`src/hw/rtl/trsr_pkg.sv`:
```
// Shared types and constants for the tach rotor speed regulator.
// No dependencies; every other file of the block uses this package.
`timescale 1ns / 1ps

package trsr_pkg;

    // Field widths fixed by the word formats
    localparam int ROTOR_W   = 3;
    localparam int SECONDS_W = 32;
    localparam int TIMER_W   = 26;
    localparam int RPM_W     = 19;
    localparam int DUTY_W    = 12;
    localparam int LOW_W     = 8;
    localparam int EDGE_W    = 8;
    localparam int STAMP_W   = 32;
    localparam int CFG_IDX_W = 3;
    localparam int CFG_W     = 16;

    // Timestamp arithmetic: stamp = seconds*100000 + (TOP - count)/600
    localparam logic [16:0]        STAMP_SCALE = 17'd100000;
    localparam logic [TIMER_W-1:0] TIMER_TOP   = 26'd59999999;
    // x/600 = (x>>3)/75; (y*RECIP_M)>>30 is exact for y < 2^30/26
    localparam logic [23:0]        RECIP_M     = 24'd14316558;
    localparam int                 RECIP_SH    = 30;
    localparam int                 SUB_Q_W     = 17;
    localparam int                 SUB_PROD_W  = 47;

    localparam logic [RPM_W-1:0]   RPM_MAX     = 19'h7FFFF;
    localparam int                 RPM_PROD_W  = 20;
    localparam logic [LOW_W-1:0]   LOW_SAT     = 8'hFF;

    // Register reset values
    localparam logic [15:0]       TARGET_RST  = 16'd5400;
    localparam logic [15:0]       GLITCH_RST  = 16'd100;
    localparam logic [DUTY_W-1:0] DUTY_MAX_RST = 12'd2300;
    localparam logic [7:0]        FAIL_RST    = 8'd10;
    localparam logic [11:0]       RPE_RST     = 12'd600;

    // Configuration register indexes
    typedef enum logic [CFG_IDX_W-1:0] {
        CFG_TARGET_SPEED = 3'd0,
        CFG_GLITCH_TICKS = 3'd1,
        CFG_DUTY_MAX     = 3'd2,
        CFG_FAIL_LIMIT   = 3'd3,
        CFG_RPM_PER_EDGE = 3'd4
    } cfg_sel_t;

    // Controller states
    typedef enum logic [2:0] {
        ST_IDLE,
        ST_EDGE_SEC,
        ST_EDGE_SUB,
        ST_EDGE_SUM,
        ST_EDGE_CMP,
        ST_TICK_MUL,
        ST_TICK_UPD
    } state_t;

    // Controller to datapath commands
    typedef struct packed {
        logic capture;
        logic edge_sec;
        logic edge_sub;
        logic edge_sum;
        logic edge_cmp;
        logic tick_mul;
        logic tick_upd;
    } cmd_t;

    // Datapath to controller status
    typedef struct packed {
        logic idx_last;
        logic out_free;
    } status_t;

endpackage

```
`src/hw/rtl/trsr_ifs.sv`:
```
// Valid/ready stream interfaces for tach items and per-rotor results.
// Depends on trsr_pkg for field widths.
`timescale 1ns / 1ps

interface trsr_item_if;
    logic                            valid;
    logic                            ready;
    logic                            func;
    logic [trsr_pkg::ROTOR_W-1:0]    rotor;
    logic [trsr_pkg::SECONDS_W-1:0]  seconds;
    logic [trsr_pkg::TIMER_W-1:0]    timer_count;

    modport source (output valid, func, rotor, seconds, timer_count, input ready);
    modport sink   (input valid, func, rotor, seconds, timer_count, output ready);
endinterface

interface trsr_result_if;
    logic                            valid;
    logic                            ready;
    logic [trsr_pkg::ROTOR_W-1:0]    rotor_index;
    logic [trsr_pkg::RPM_W-1:0]      speed_rpm;
    logic [trsr_pkg::DUTY_W-1:0]     duty;
    logic                            failed;
    logic                            last;

    modport source (output valid, rotor_index, speed_rpm, duty, failed, last,
                    input ready);
    modport sink   (input valid, rotor_index, speed_rpm, duty, failed, last,
                    output ready);
endinterface

```
`src/hw/rtl/tach_rotor_speed_regulator.sv`:
```
// Top level of the tach rotor speed regulator: controller plus datapath.
// Depends on trsr_pkg, trsr_ifs (item/result interfaces), trsr_ctrl, trsr_datapath.
//
//   channel  | dir | word fields
//   ---------+-----+-------------------------------------------------
//   item     | in  | func, rotor, seconds, timer_count
//   result   | out | rotor_index, speed_rpm, duty, failed, last
//   cfg      | in  | cfg_we, cfg_index, cfg_data (write only)
//
// A tach edge word steps through accept, then seconds multiply,
// sub-second reciprocal multiply, stamp add, delta compare and state write.
// A servo tick word is accepted, then walks the rotors: per rotor a multiply step
// for edge_count * rpm_per_edge and an update step into the result
// register. A result stall holds the walk at the update step of the next rotor.
// Reset clears all rotor state and sets the config registers to their defaults at once; no clearing pass.
`timescale 1ns / 1ps

module tach_rotor_speed_regulator #(
    parameter int ROTORS    = 8,
    parameter int EDGE_WRAP = 128
) (
    input  logic                            clk,
    input  logic                            rst_n,
    trsr_item_if.sink                       item,
    trsr_result_if.source                   result,
    input  logic                            cfg_we,
    input  logic [trsr_pkg::CFG_IDX_W-1:0]  cfg_index,
    input  logic [trsr_pkg::CFG_W-1:0]      cfg_data
);

    trsr_pkg::cmd_t    cmd;
    trsr_pkg::status_t status;

    // Sequencer
    trsr_ctrl u_ctrl (
        .clk        (clk),
        .rst_n      (rst_n),
        .item_valid (item.valid),
        .item_func  (item.func),
        .item_ready (item.ready),
        .status     (status),
        .cmd        (cmd)
    );

    // Datapath
    trsr_datapath #(
        .ROTORS    (ROTORS),
        .EDGE_WRAP (EDGE_WRAP)
    ) u_datapath (
        .clk              (clk),
        .rst_n            (rst_n),
        .cfg_we           (cfg_we),
        .cfg_index        (cfg_index),
        .cfg_data         (cfg_data),
        .item_func        (item.func),
        .item_rotor       (item.rotor),
        .item_seconds     (item.seconds),
        .item_timer_count (item.timer_count),
        .out_valid        (result.valid),
        .out_ready        (result.ready),
        .out_rotor_index  (result.rotor_index),
        .out_speed_rpm    (result.speed_rpm),
        .out_duty         (result.duty),
        .out_failed       (result.failed),
        .out_last         (result.last),
        .cmd              (cmd),
        .status           (status)
    );

endmodule

```
`src/hw/rtl/trsr_ctrl.sv`:
```
// Sequencer for the regulator: steps edge timestamping and the tick walk.
// Depends on trsr_pkg (state_t, cmd_t, status_t).
`timescale 1ns / 1ps

module trsr_ctrl (
    input  logic              clk,
    input  logic              rst_n,
    input  logic              item_valid,
    input  logic              item_func,
    output logic              item_ready,
    input  trsr_pkg::status_t status,
    output trsr_pkg::cmd_t    cmd
);

    trsr_pkg::state_t state_reg;
    trsr_pkg::state_t state_next;

    // State register
    always_ff @(posedge clk or negedge rst_n)
    begin
        if (!rst_n)
        begin
            state_reg <= trsr_pkg::ST_IDLE;
        end
        else
        begin
            state_reg <= state_next;
        end
    end

    // Next state
    always_comb
    begin
        state_next = state_reg;
        unique case (state_reg)
            trsr_pkg::ST_IDLE:
            begin
                if (item_valid)
                begin
                    state_next = item_func ? trsr_pkg::ST_TICK_MUL
                                           : trsr_pkg::ST_EDGE_SEC;
                end
            end
            trsr_pkg::ST_EDGE_SEC: state_next = trsr_pkg::ST_EDGE_SUB;
            trsr_pkg::ST_EDGE_SUB: state_next = trsr_pkg::ST_EDGE_SUM;
            trsr_pkg::ST_EDGE_SUM: state_next = trsr_pkg::ST_EDGE_CMP;
            trsr_pkg::ST_EDGE_CMP: state_next = trsr_pkg::ST_IDLE;
            trsr_pkg::ST_TICK_MUL: state_next = trsr_pkg::ST_TICK_UPD;
            trsr_pkg::ST_TICK_UPD:
            begin
                if (status.out_free)
                begin
                    state_next = status.idx_last ? trsr_pkg::ST_IDLE
                                                 : trsr_pkg::ST_TICK_MUL;
                end
            end
            default: state_next = trsr_pkg::ST_IDLE;
        endcase
    end

    // Outputs
    always_comb
    begin
        item_ready = 1'b0;
        cmd        = '0;
        unique case (state_reg)
            trsr_pkg::ST_IDLE:
            begin
                item_ready  = 1'b1;
                cmd.capture = item_valid;
            end
            trsr_pkg::ST_EDGE_SEC: cmd.edge_sec = 1'b1;
            trsr_pkg::ST_EDGE_SUB: cmd.edge_sub = 1'b1;
            trsr_pkg::ST_EDGE_SUM: cmd.edge_sum = 1'b1;
            trsr_pkg::ST_EDGE_CMP: cmd.edge_cmp = 1'b1;
            trsr_pkg::ST_TICK_MUL: cmd.tick_mul = 1'b1;
            trsr_pkg::ST_TICK_UPD: cmd.tick_upd = status.out_free;
            default:
            begin
                item_ready = 1'b0;
                cmd        = '0;
            end
        endcase
    end

endmodule

```
`src/hw/rtl/trsr_datapath.sv`:
```
// Datapath: config registers, per-rotor state, timestamp and servo math,
// result word register. Depends on trsr_pkg; driven by trsr_ctrl commands.
`timescale 1ns / 1ps

module trsr_datapath #(
    parameter int ROTORS    = 8,
    parameter int EDGE_WRAP = 128
) (
    input  logic                            clk,
    input  logic                            rst_n,
    // configuration write port
    input  logic                            cfg_we,
    input  logic [trsr_pkg::CFG_IDX_W-1:0]  cfg_index,
    input  logic [trsr_pkg::CFG_W-1:0]      cfg_data,
    // input word payload
    input  logic                            item_func,
    input  logic [trsr_pkg::ROTOR_W-1:0]    item_rotor,
    input  logic [trsr_pkg::SECONDS_W-1:0]  item_seconds,
    input  logic [trsr_pkg::TIMER_W-1:0]    item_timer_count,
    // result word
    output logic                            out_valid,
    input  logic                            out_ready,
    output logic [trsr_pkg::ROTOR_W-1:0]    out_rotor_index,
    output logic [trsr_pkg::RPM_W-1:0]      out_speed_rpm,
    output logic [trsr_pkg::DUTY_W-1:0]     out_duty,
    output logic                            out_failed,
    output logic                            out_last,
    // sequencer link
    input  trsr_pkg::cmd_t                  cmd,
    output trsr_pkg::status_t               status
);

    localparam int IDX_W = (ROTORS > 1) ? $clog2(ROTORS) : 1;

    // Configuration registers
    logic [15:0]                  target_reg;
    logic [15:0]                  glitch_reg;
    logic [trsr_pkg::DUTY_W-1:0]  duty_max_reg;
    logic [7:0]                   fail_limit_reg;
    logic [11:0]                  rpe_reg;

    // Per-rotor state
    logic [trsr_pkg::STAMP_W-1:0] prev_stamp_reg [ROTORS];
    logic [trsr_pkg::EDGE_W-1:0]  edge_count_reg [ROTORS];
    logic [trsr_pkg::DUTY_W-1:0]  duty_val_reg   [ROTORS];
    logic [trsr_pkg::LOW_W-1:0]   low_ticks_reg  [ROTORS];
    logic                         fail_flag_reg  [ROTORS];

    // Working registers
    logic [IDX_W-1:0]                 idx_reg;
    logic [IDX_W-1:0]                 idx_next;
    logic                             rotor_ok_reg;
    logic [trsr_pkg::TIMER_W-1:0]     x_reg;
    logic [trsr_pkg::TIMER_W-1:0]     x_next;
    logic [trsr_pkg::SECONDS_W-1:0]   sec_reg;
    logic [trsr_pkg::STAMP_W-1:0]     sec_prod_reg;
    logic [trsr_pkg::SUB_Q_W-1:0]     sub_q_reg;
    logic [trsr_pkg::STAMP_W-1:0]     stamp_reg;
    logic [trsr_pkg::RPM_PROD_W-1:0]  rpm_prod_reg;
    logic                             out_valid_reg;
    logic [trsr_pkg::ROTOR_W-1:0]     out_rotor_reg;
    logic [trsr_pkg::RPM_W-1:0]       out_rpm_reg;
    logic [trsr_pkg::DUTY_W-1:0]      out_duty_reg;
    logic                             out_failed_reg;
    logic                             out_last_reg;

    // Combinational values
    logic [trsr_pkg::SUB_PROD_W-1:0]  sub_prod;
    logic [trsr_pkg::STAMP_W-1:0]     delta;
    logic                             edge_take;
    logic [trsr_pkg::EDGE_W:0]        edge_inc;
    logic [trsr_pkg::EDGE_W-1:0]      edge_next;
    logic [trsr_pkg::RPM_W-1:0]       rpm;
    logic [trsr_pkg::DUTY_W-1:0]      duty_cur;
    logic [trsr_pkg::DUTY_W-1:0]      duty_next;
    logic [trsr_pkg::LOW_W-1:0]       low_cur;
    logic [trsr_pkg::LOW_W-1:0]       low_next;
    logic                             fail_next;
    logic                             idx_last;
    logic                             out_free;

    assign idx_last = (idx_reg == IDX_W'(ROTORS - 1));
    assign out_free = !out_valid_reg || out_ready;
    assign status   = '{idx_last: idx_last, out_free: out_free};

    // Configuration decode
    always_ff @(posedge clk or negedge rst_n)
    begin
        if (!rst_n)
        begin
            target_reg     <= trsr_pkg::TARGET_RST;
            glitch_reg     <= trsr_pkg::GLITCH_RST;
            duty_max_reg   <= trsr_pkg::DUTY_MAX_RST;
            fail_limit_reg <= trsr_pkg::FAIL_RST;
            rpe_reg        <= trsr_pkg::RPE_RST;
        end
        else if (cfg_we)
        begin
            unique case (cfg_index)
                trsr_pkg::CFG_TARGET_SPEED: target_reg     <= cfg_data;
                trsr_pkg::CFG_GLITCH_TICKS: glitch_reg     <= cfg_data;
                trsr_pkg::CFG_DUTY_MAX:     duty_max_reg   <= cfg_data[11:0];
                trsr_pkg::CFG_FAIL_LIMIT:   fail_limit_reg <= cfg_data[7:0];
                trsr_pkg::CFG_RPM_PER_EDGE: rpe_reg        <= cfg_data[11:0];
                default:                    ;
            endcase
        end
    end

    // Sub-second part: counts elapsed since the top; out-of-range counts give zero
    always_comb
    begin
        if (item_timer_count > trsr_pkg::TIMER_TOP)
        begin
            x_next = '0;
        end
        else
        begin
            x_next = trsr_pkg::TIMER_TOP - item_timer_count;
        end
    end

    // Divide by 600 through a reciprocal of 75 on x/8
    assign sub_prod = trsr_pkg::SUB_PROD_W'(x_reg[trsr_pkg::TIMER_W-1:3])
                    * trsr_pkg::SUB_PROD_W'(trsr_pkg::RECIP_M);

    // Edge filter and count step
    assign delta     = stamp_reg - prev_stamp_reg[idx_reg];
    assign edge_take = rotor_ok_reg && (delta > 32'(glitch_reg));
    assign edge_inc  = {1'b0, edge_count_reg[idx_reg]} + 9'd1;
    assign edge_next = (edge_inc >= 9'(EDGE_WRAP)) ? '0 : edge_inc[7:0];

    // Servo update for the rotor at idx
    always_comb
    begin
        if (rpm_prod_reg > 20'(trsr_pkg::RPM_MAX))
        begin
            rpm = trsr_pkg::RPM_MAX;
        end
        else
        begin
            rpm = rpm_prod_reg[trsr_pkg::RPM_W-1:0];
        end

        duty_cur = duty_val_reg[idx_reg];
        low_cur  = low_ticks_reg[idx_reg];

        if (rpm < 19'(target_reg))
        begin
            duty_next = (duty_cur < duty_max_reg) ? duty_cur + 12'd1 : duty_cur;
        end
        else
        begin
            duty_next = (duty_cur != '0) ? duty_cur - 12'd1 : duty_cur;
        end

        if (rpm < 19'(target_reg >> 1))
        begin
            low_next  = (low_cur != trsr_pkg::LOW_SAT) ? low_cur + 8'd1 : low_cur;
            fail_next = fail_flag_reg[idx_reg] || (low_next > fail_limit_reg);
        end
        else
        begin
            low_next  = '0;
            fail_next = 1'b0;
        end
    end

    // Rotor index: set on capture, stepped after each servo update
    always_comb
    begin
        idx_next = idx_reg;
        if (cmd.capture)
        begin
            idx_next = item_func ? '0 : IDX_W'(item_rotor);
        end
        else if (cmd.tick_upd)
        begin
            idx_next = idx_reg + IDX_W'(1);
        end
    end

    // Working registers (payload, no reset)
    always_ff @(posedge clk)
    begin
        idx_reg <= idx_next;
        if (cmd.capture)
        begin
            rotor_ok_reg <= (int'(item_rotor) < ROTORS);
            x_reg        <= x_next;
            sec_reg      <= item_seconds;
        end
        if (cmd.edge_sec)
        begin
            sec_prod_reg <= 32'(sec_reg * 32'(trsr_pkg::STAMP_SCALE));
        end
        if (cmd.edge_sub)
        begin
            sub_q_reg <= sub_prod[trsr_pkg::SUB_PROD_W-1:trsr_pkg::RECIP_SH];
        end
        if (cmd.edge_sum)
        begin
            stamp_reg <= sec_prod_reg + 32'(sub_q_reg);
        end
        if (cmd.tick_mul)
        begin
            rpm_prod_reg <= trsr_pkg::RPM_PROD_W'(edge_count_reg[idx_reg])
                          * trsr_pkg::RPM_PROD_W'(rpe_reg);
        end
        if (cmd.tick_upd)
        begin
            out_rotor_reg  <= trsr_pkg::ROTOR_W'(idx_reg);
            out_rpm_reg    <= rpm;
            out_duty_reg   <= duty_next;
            out_failed_reg <= fail_next;
            out_last_reg   <= idx_last;
        end
    end

    // Per-rotor state, cleared at reset
    always_ff @(posedge clk or negedge rst_n)
    begin
        if (!rst_n)
        begin
            for (int i = 0; i < ROTORS; i++)
            begin
                prev_stamp_reg[i] <= '0;
                edge_count_reg[i] <= '0;
                duty_val_reg[i]   <= '0;
                low_ticks_reg[i]  <= '0;
                fail_flag_reg[i]  <= 1'b0;
            end
        end
        else if (cmd.edge_cmp && edge_take)
        begin
            prev_stamp_reg[idx_reg] <= stamp_reg;
            edge_count_reg[idx_reg] <= edge_next;
        end
        else if (cmd.tick_upd)
        begin
            edge_count_reg[idx_reg] <= '0;
            duty_val_reg[idx_reg]   <= duty_next;
            low_ticks_reg[idx_reg]  <= low_next;
            fail_flag_reg[idx_reg]  <= fail_next;
        end
    end

    // Result word valid
    always_ff @(posedge clk or negedge rst_n)
    begin
        if (!rst_n)
        begin
            out_valid_reg <= 1'b0;
        end
        else if (cmd.tick_upd)
        begin
            out_valid_reg <= 1'b1;
        end
        else if (out_ready)
        begin
            out_valid_reg <= 1'b0;
        end
    end

    assign out_valid       = out_valid_reg;
    assign out_rotor_index = out_rotor_reg;
    assign out_speed_rpm   = out_rpm_reg;
    assign out_duty        = out_duty_reg;
    assign out_failed      = out_failed_reg;
    assign out_last        = out_last_reg;

endmodule

```
`src/flat_wrapper.sv`:
```
// flat-port wrapper written by rule: the top's interface ports become plain ports
module tach_rotor_speed_regulator_flat 
#(
    parameter int ROTORS    = 8,
    parameter int EDGE_WRAP = 128
)
  (clk, rst_n, cfg_we, cfg_index, cfg_data, item_valid, item_func, item_rotor, item_seconds, item_timer_count, item_ready, result_valid, result_rotor_index, result_speed_rpm, result_duty, result_failed, result_last, result_ready);
  trsr_item_if item_i ();
  trsr_result_if result_i ();
  input  logic clk;
  input  logic rst_n;
  input  logic cfg_we;
  input  logic [trsr_pkg::CFG_IDX_W-1:0] cfg_index;
  input  logic [trsr_pkg::CFG_W-1:0] cfg_data;
  input wire logic [$bits(item_i.valid)-1:0] item_valid;
  input wire logic [$bits(item_i.func)-1:0] item_func;
  input wire logic [$bits(item_i.rotor)-1:0] item_rotor;
  input wire logic [$bits(item_i.seconds)-1:0] item_seconds;
  input wire logic [$bits(item_i.timer_count)-1:0] item_timer_count;
  output wire logic [$bits(item_i.ready)-1:0] item_ready;
  output wire logic [$bits(result_i.valid)-1:0] result_valid;
  output wire logic [$bits(result_i.rotor_index)-1:0] result_rotor_index;
  output wire logic [$bits(result_i.speed_rpm)-1:0] result_speed_rpm;
  output wire logic [$bits(result_i.duty)-1:0] result_duty;
  output wire logic [$bits(result_i.failed)-1:0] result_failed;
  output wire logic [$bits(result_i.last)-1:0] result_last;
  input wire logic [$bits(result_i.ready)-1:0] result_ready;
  assign item_i.valid = item_valid;
  assign item_i.func = item_func;
  assign item_i.rotor = item_rotor;
  assign item_i.seconds = item_seconds;
  assign item_i.timer_count = item_timer_count;
  assign item_ready = item_i.ready;
  assign result_valid = result_i.valid;
  assign result_rotor_index = result_i.rotor_index;
  assign result_speed_rpm = result_i.speed_rpm;
  assign result_duty = result_i.duty;
  assign result_failed = result_i.failed;
  assign result_last = result_i.last;
  assign result_i.ready = result_ready;
  tach_rotor_speed_regulator #(.ROTORS(ROTORS), .EDGE_WRAP(EDGE_WRAP)) u_core (.clk(clk), .rst_n(rst_n), .item(item_i), .result(result_i), .cfg_we(cfg_we), .cfg_index(cfg_index), .cfg_data(cfg_data));
endmodule
```
`config.mk`:
```
export PLATFORM = sky130hd
export DESIGN_NAME = tach_rotor_speed_regulator_flat
export DESIGN_NICKNAME = d
export VERILOG_FILES = /design/src/hw/rtl/trsr_pkg.sv /design/src/hw/rtl/trsr_ifs.sv /design/src/hw/rtl/tach_rotor_speed_regulator.sv /design/src/hw/rtl/trsr_ctrl.sv /design/src/hw/rtl/trsr_datapath.sv /design/src/flat_wrapper.sv
export SDC_FILE = /design/constraint.sdc
export NUM_CORES = 2
export LEC_CHECK = 0
export BUFFER_PORTS_ARGS = -buffer_cell sky130_fd_sc_hd__clkbuf_2
export CORE_MARGIN = 3
export CORE_UTILIZATION = 55
export DETAILED_ROUTE_END_ITERATION = 8
export GPL_ROUTABILITY_DRIVEN = 0
export GPL_TIMING_DRIVEN = 0
export PLACE_DENSITY = 0.75
export RECOVER_POWER = 50
export SLEW_MARGIN = 20
export SYNTH_ARGS = -nofsm -noshare
export SYNTH_HDL_FRONTEND = slang
export SYNTH_SLANG_ARGS = --single-unit
```
`constraint.sdc`:
```
create_clock -name clk -period 17.3 [get_ports clk]
set_input_delay 0.865 -clock clk [delete_from_list [all_inputs] [get_ports clk]]
set_output_delay 0.865 -clock clk [all_outputs]
set_load 0.02 [all_outputs]
```
**Word level (Yosys, flattened, before mapping)**

Index checks and enable logic that the tools add are counted.

- Register bits after elaboration: 749
- Bits of input ports: 86
- Output and inout bits: 38
- Logic and storage cells: 172

- $add $sub $neg: 8
- Multiply operators: 3
- $lt $le $gt $ge: 10
- Equality and inequality tests: 14
- Multiplexer cells: 56
- Bitwise gates (word level): 4
- Reduce and logical (&&, ||, !) cells: 18

Operators by type and width:

| operator | count |
|---|---|
| $bwmux 256 | 1 |
| $bwmux 64 | 2 |
| $mux 64 | 2 |
| $bmux 32 s3 | 1 |
| $bwmux 96 | 1 |
| $demux 32 s3 | 1 |
| $mux 32 | 3 |
| $mux 12 | 6 |
| $and 64x64->64 | 1 |
| $mux 8 | 8 |
| $not 64->64 | 1 |
| $bmux 8 s3 | 2 |
| $mul 23x23->46 const B | 1 |
| $bmux 12 s3 | 1 |
| $demux 12 s3 | 1 |
| $add 32x17->32 | 1 |
| $gt 32x16->1 | 1 |
| $mul 32x12->27 const B | 1 |
| $sub 32x32->32 | 1 |
| $gt 26x26->1 const B | 1 |
| $sub 26x26->26 const A | 1 |
| $demux 8 s3 | 1 |
| $mux 3 | 7 |
| $gt 20x19->1 const B | 1 |
| other kinds (33) | 66 |

**Logic depth before layout (Yosys ltp)**

- Word-level depth: 10
- Depth in mapped cells: 31
- Gate-level depth less buffers: 26

**Hierarchy**

A second synthesis with hierarchy kept.

- Cell total of the unflattened synthesis: 4321
- Area total of the unflattened synthesis: 50320.8 µm²

By module, submodules not included:

| module | times used | cells each | area each (µm²) | seq. area each (µm²) |
|---|---|---|---|---|
| trsr_datapath | 1 | 4292 | 50099.3 | 19419.9 |
| trsr_ctrl | 1 | 29 | 221.5 | 75.1 |

**Worst setup path after synthesis**

OpenSTA, ideal clock, no wires.

- Path type: register -> register
- From: register u_core.u_datapath.x_reg[16] (netlist name)
- To: register u_core.u_datapath.sub_q_reg[10] (netlist name), data pin
- Library setup time: 0.259 ns
- Data arrival time: 6.818 ns
- Data required time: 17.041 ns
- Path slack: 10.223 ns
- Stages on the path, launching flop included: 24
- Buffers on the path: 0
- Clock period less this slack: 7.077 ns
- Path through: edfxtp_1 inv_1 fa_1 fa_1 inv_1 fa_1 fa_1 fa_1 fa_1 inv_1 fa_1 inv_1 ha_1 a221oi_1 o21ai_0 a31oi_1 o211ai_1 a211oi_1 a21oi_1 a22oi_1 a21oi_1 or4_1 and2_1 xor2_1

- Word-level cells in the longest chain between the ends: 1

Ends and longest elaborated chain:

| what | RTL line | text |
|---|---|---|
| from (decl) | trsr_datapath.sv:53 | `logic [trsr_pkg::TIMER_W-1:0] x_reg;` |
| from (signal assigned) | trsr_datapath.sv:190 | `x_reg <= x_next;` |
| $mul 23x23->46 | trsr_datapath.sv:125 | `* trsr_pkg::SUB_PROD_W'(trsr_pkg::RECIP_M);` |
| net u_core.u_datapath.sub_prod, one bit | trsr_datapath.sv:68 | `logic [trsr_pkg::SUB_PROD_W-1:0] sub_prod;` |
| to (signal assigned) | trsr_datapath.sv:199 | `sub_q_reg <= sub_prod[trsr_pkg::SUB_PROD_W-1:trsr_pkg::RECIP_SH];` |
| to (decl) | trsr_datapath.sv:57 | `logic [trsr_pkg::SUB_Q_W-1:0] sub_q_reg;` |

The timed path passes the listed nets, and every way through them passes these cells.
A chain may end at the register's enable or synchronous reset.

**Final worst setup path**

- From: register u_core.u_datapath.idx_reg[2]
- To: register u_core.u_datapath.prev_stamp_reg[186] (netlist name)

- Word-level cells in the longest chain between the ends: 7
- Elaborated cells on any way between the ends: 13
- Those cells by class: add/sub (1); order compare (3); mux (6); bitwise (1); reduce/logical (2)

Ends and longest elaborated chain:

| what | RTL line | text |
|---|---|---|
| from (decl) | trsr_datapath.sv:50 | `logic [IDX_W-1:0] idx_reg;` |
| from (signal assigned) | trsr_datapath.sv:186 | `idx_reg <= idx_next;` |
| $not 3->4 (not written as such) * | trsr_datapath.sv:128, trsr_datapath.sv:236 |  |
| $bmux 32 s3 | trsr_datapath.sv:128 | `assign delta = stamp_reg - prev_stamp_reg[idx_reg];` |
| $mux 32 (not written as such) (2 in series) | trsr_datapath.sv:128 |  |
| $sub 32x32->32 | trsr_datapath.sv:128 |  |
| $gt 32x16->1 | trsr_datapath.sv:129 | `assign edge_take = rotor_ok_reg && (delta > 32'(glitch_reg));` |
| $logic_and 1x1->1 | trsr_datapath.sv:234 | `else if (cmd.edge_cmp && edge_take)` |
| to (signal, indexed assignment) | trsr_datapath.sv:236 | `prev_stamp_reg[idx_reg] <= stamp_reg;` |
| to (decl) | trsr_datapath.sv:43 | `logic [trsr_pkg::STAMP_W-1:0] prev_stamp_reg [ROTORS];` |

Mark *: on every way between the ends. The rest lies on a longest branch, timed or not. The select of a mux whose other input is x is not followed.

==> results.py <==
metrics = {
    "run_status": {
        "outcome": "finished with violations",
        "violations": "max-capacitance violations, max-slew violations",
    },
    "logic_synthesis": {
        "synth-seq-cells": 741,
        "ys_types": 102,
        "async_reset_ff_share_pct": 75.0,
        "syn_area_mm2": 0.0507,
        "synth_area_per_cell_um2": 11.7,
        "synth_ff_type": "dfrtp_1",
        "seq_area_frac_synth_pct": 38.5,
        "syn-num-nets": 5223,
        "ys_warn_count": 0,
        "synth_cells": 4352,
        "synth_enable_flop_cells": 185,
    },
    "worst_setup_path": {
        "worst_ep_arrival_time_ns": 10.87,
        "critPathRequiredTime_ns": 17.84,
        "crit_fanout": 10,
        "critPathSlowestCell": "nor4_4",
        "reg2reg_depth": 30,
        "start_kind": "register",
        "critical_path_class": "register to register",
        "endpoint_kind": "register",
        "cp_slowest_stage_delay_ns": 1.01,
    },
    "routing": {
        "drtAntennaViolNets": 0,
        "drt-pass1-iter-count": 6,
        "num_vias": 34900,
        "drcViolationCount": 0,
        "drtIter0Drc": 2876,
        "drt_wl_total_um": 134000,
        "wl_per_cell_um": 23.0,
        "vias_per_cell": 6.01,
    },
    "cells_and_area": {
        "fill_cells": 7111,
        "area_growth_pct": 9.83,
        "drive_gt1_share_pct": 16.2,
        "layout_commonest_cell": "inv_1",
        "largest_reg_flops": 256,
        "mostFrequentLayoutCells": "inv_1 (590), dfrtp_1 (535), ha_1 (459)",
        "finalNetCount": 5440,
    },
    "timing": {
        "worstMarginPinSlew_ns": 4.31,
        "post-route-min-period_ns": 10.33,
        "finalSetupViolations": 0,
        "tns_ns": 0,
        "hold_viol": 0,
        "finalClockSkew_ns": 0.0302,
        "max_freq_ghz": 0.0968,
        "final-max-slew-violation-count": 500,
        "finalCritPeriodShare_pct": 59.7,
        "maxSlewHeadroom_pct": -187,
        "rsz0062_at_grt": "no",
    },
    "global_route": {
        "antenna_found_initial": 3,
        "grtUsageMet3_pct": 6.30,
        "overflow": 0,
        "grt_first_pass_wirelength_um": 209000,
        "grt.busiest_layer": "met2",
        "grt_max_degree": 84,
        "grt_pass1_vias": 36400,
        "grt_usage_pct": 28.4,
        "grt_util_met2_pct": 45.9,
        "use_met1_pct": 36.3,
    },
    "clock_network": {
        "post_cts_buffers": 0,
        "cts-hold-fix-buffers": 0,
        "clock-sinks": 741,
        "cts.clk_slew.worst_paths_ns": 0.06,
        "h-tree-depth": 3,
        "numCtsBuffers": 81,
        "cts_tree": "built",
        "post_cts_resized": 0,
        "root_buffer": "clkbuf_16",
        "insertion_delay_ns": 0.68,
        "clockBufferDepth": 3,
    },
    "placed_design": {
        "port_buffers": 115,
        "dp_hpwl_um": 97800,
    },
    "floorplanning": {
        "io_pins": 124,
        "dieArea_mm2": 0.0959,
        "rows": 110,
        "core_area_mm2": 0.0907,
        "die_w_um": 310,
        "start_util_pct": 55.9,
        "die_h_um": 310,
    },
    "min_path": {
        "hold_path_class": "primary input to register",
        "hold_path_depth": 1,
    },
    "job": {
        "maxCapViolations": 10,
    },
}
## stage by stage
step                area (µm²)  util (%)  hold WS (ns)  worst slack (ns)  instances
floorplan                50700         -         0.400             10.22       4352
global placement         52700      58.2         0.404              2.41       5643
detailed placement       53200      58.7         0.407              7.19       5662
CTS                      55900      61.6         0.151              7.20       5809
global route             55700      61.4         0.346              5.19       5809
finish                   55700      61.4         0.376              6.97       5810
## cell type report
class	count	area, µm²	share of cell area, %
diodes	1	2.50	0.00449
plain buffers	153	801	1.44
clock buffers	107	2250	4.03
clock inverters	40	439	0.789
inverters	594	2230	4.00
multi-input cells	2864	28300	50.7
flip-flops and latches	741	19500	35.0
well taps	1176	1470	2.64
repair buffers	134	748	1.34
## synth_stat cells, types with 33 or more instances
library cell | count | share of area [%]
a22oi_1 | 129 | 1.9
a221oi_1 | 34 | 0.59
nor2b_1 | 34 | 0.42
xor2_1 | 40 | 0.69
mux2_2 | 109 | 2.4
and2_1 | 62 | 0.77
xnor2_1 | 97 | 1.7
nand2_1 | 304 | 2.3
ha_1 | 459 | 11
inv_1 | 591 | 4.4
mux2_4 | 240 | 7.1
a21o_1 | 36 | 0.53
and3_1 | 33 | 0.41
a32o_1 | 56 | 1.1
nor2_1 | 130 | 0.96
nand3_1 | 47 | 0.46
edfxtp_1 | 185 | 11
clkbuf_1 | 86 | 0.64
nor3_1 | 39 | 0.38
a21oi_1 | 89 | 0.88
o21ai_0 | 196 | 1.9
fa_1 | 326 | 13
dfrtp_1 | 535 | 26
## metal layers
layer	wire, µm	part of all wire [%]	up-vias
met1	52800	40	17600
met3	10600	7.9	407
met2	62500	47	1428
met4	7620	5.7	2
met5	13	0.0097	-
li1	-	-	15500
## path summary, 6_finish.rpt
path | slack (ns) | from | endpoint
worst max-delay path | 6.97 | u_core.u_datapath.idx_reg[2] | u_core.u_datapath.prev_stamp_reg[186]
worst min-delay path | 0.38 | item_seconds[7] | u_core.u_datapath.sec_reg[7]
worst max register to register | 6.97 | u_core.u_datapath.idx_reg[2] | u_core.u_datapath.prev_stamp_reg[186]
worst min register to register | 0.42 | u_core.u_datapath.sub_q_reg[1] | u_core.u_datapath.stamp_reg[1]
max in group asynchronous | 7.15 | rst_n | u_core.u_datapath.prev_stamp_reg[239]
min in group asynchronous | 1.14 | rst_n | u_core.u_datapath.low_ticks_reg[43]
## cells by family (layout without fill, tap and decap cells)
kind of cell,Yosys count,after routing,share of synthesized area [%]
muxes,389,389,10.7
adders and majority gates,785,785,24.2
DFF,741,741,38.5
and+or+nand+nor,803,803,7.94
buffers and inverters,747,1028,5.97
other,0,1,0
AOI/OAI and AO/OA,747,747,10.3
xor gates and xnor gates,140,140,2.46
## critical path: cells and delay by family, from the launching register on
family                     cells  cell delay, ns
AOI/OAI and AO/OA              9            1.80
xor gates and xnor gates       1            0.27
adders and majority gates      2            0.68
buffers and inverters          6            3.13
DFF                            1            0.49
muxes                          1            0.31
and+or+nand+nor               11            3.50
Power is left out: the tool's default activity adds up to more than one toggle a clock period on the data nets, which glitch-free logic cannot reach.
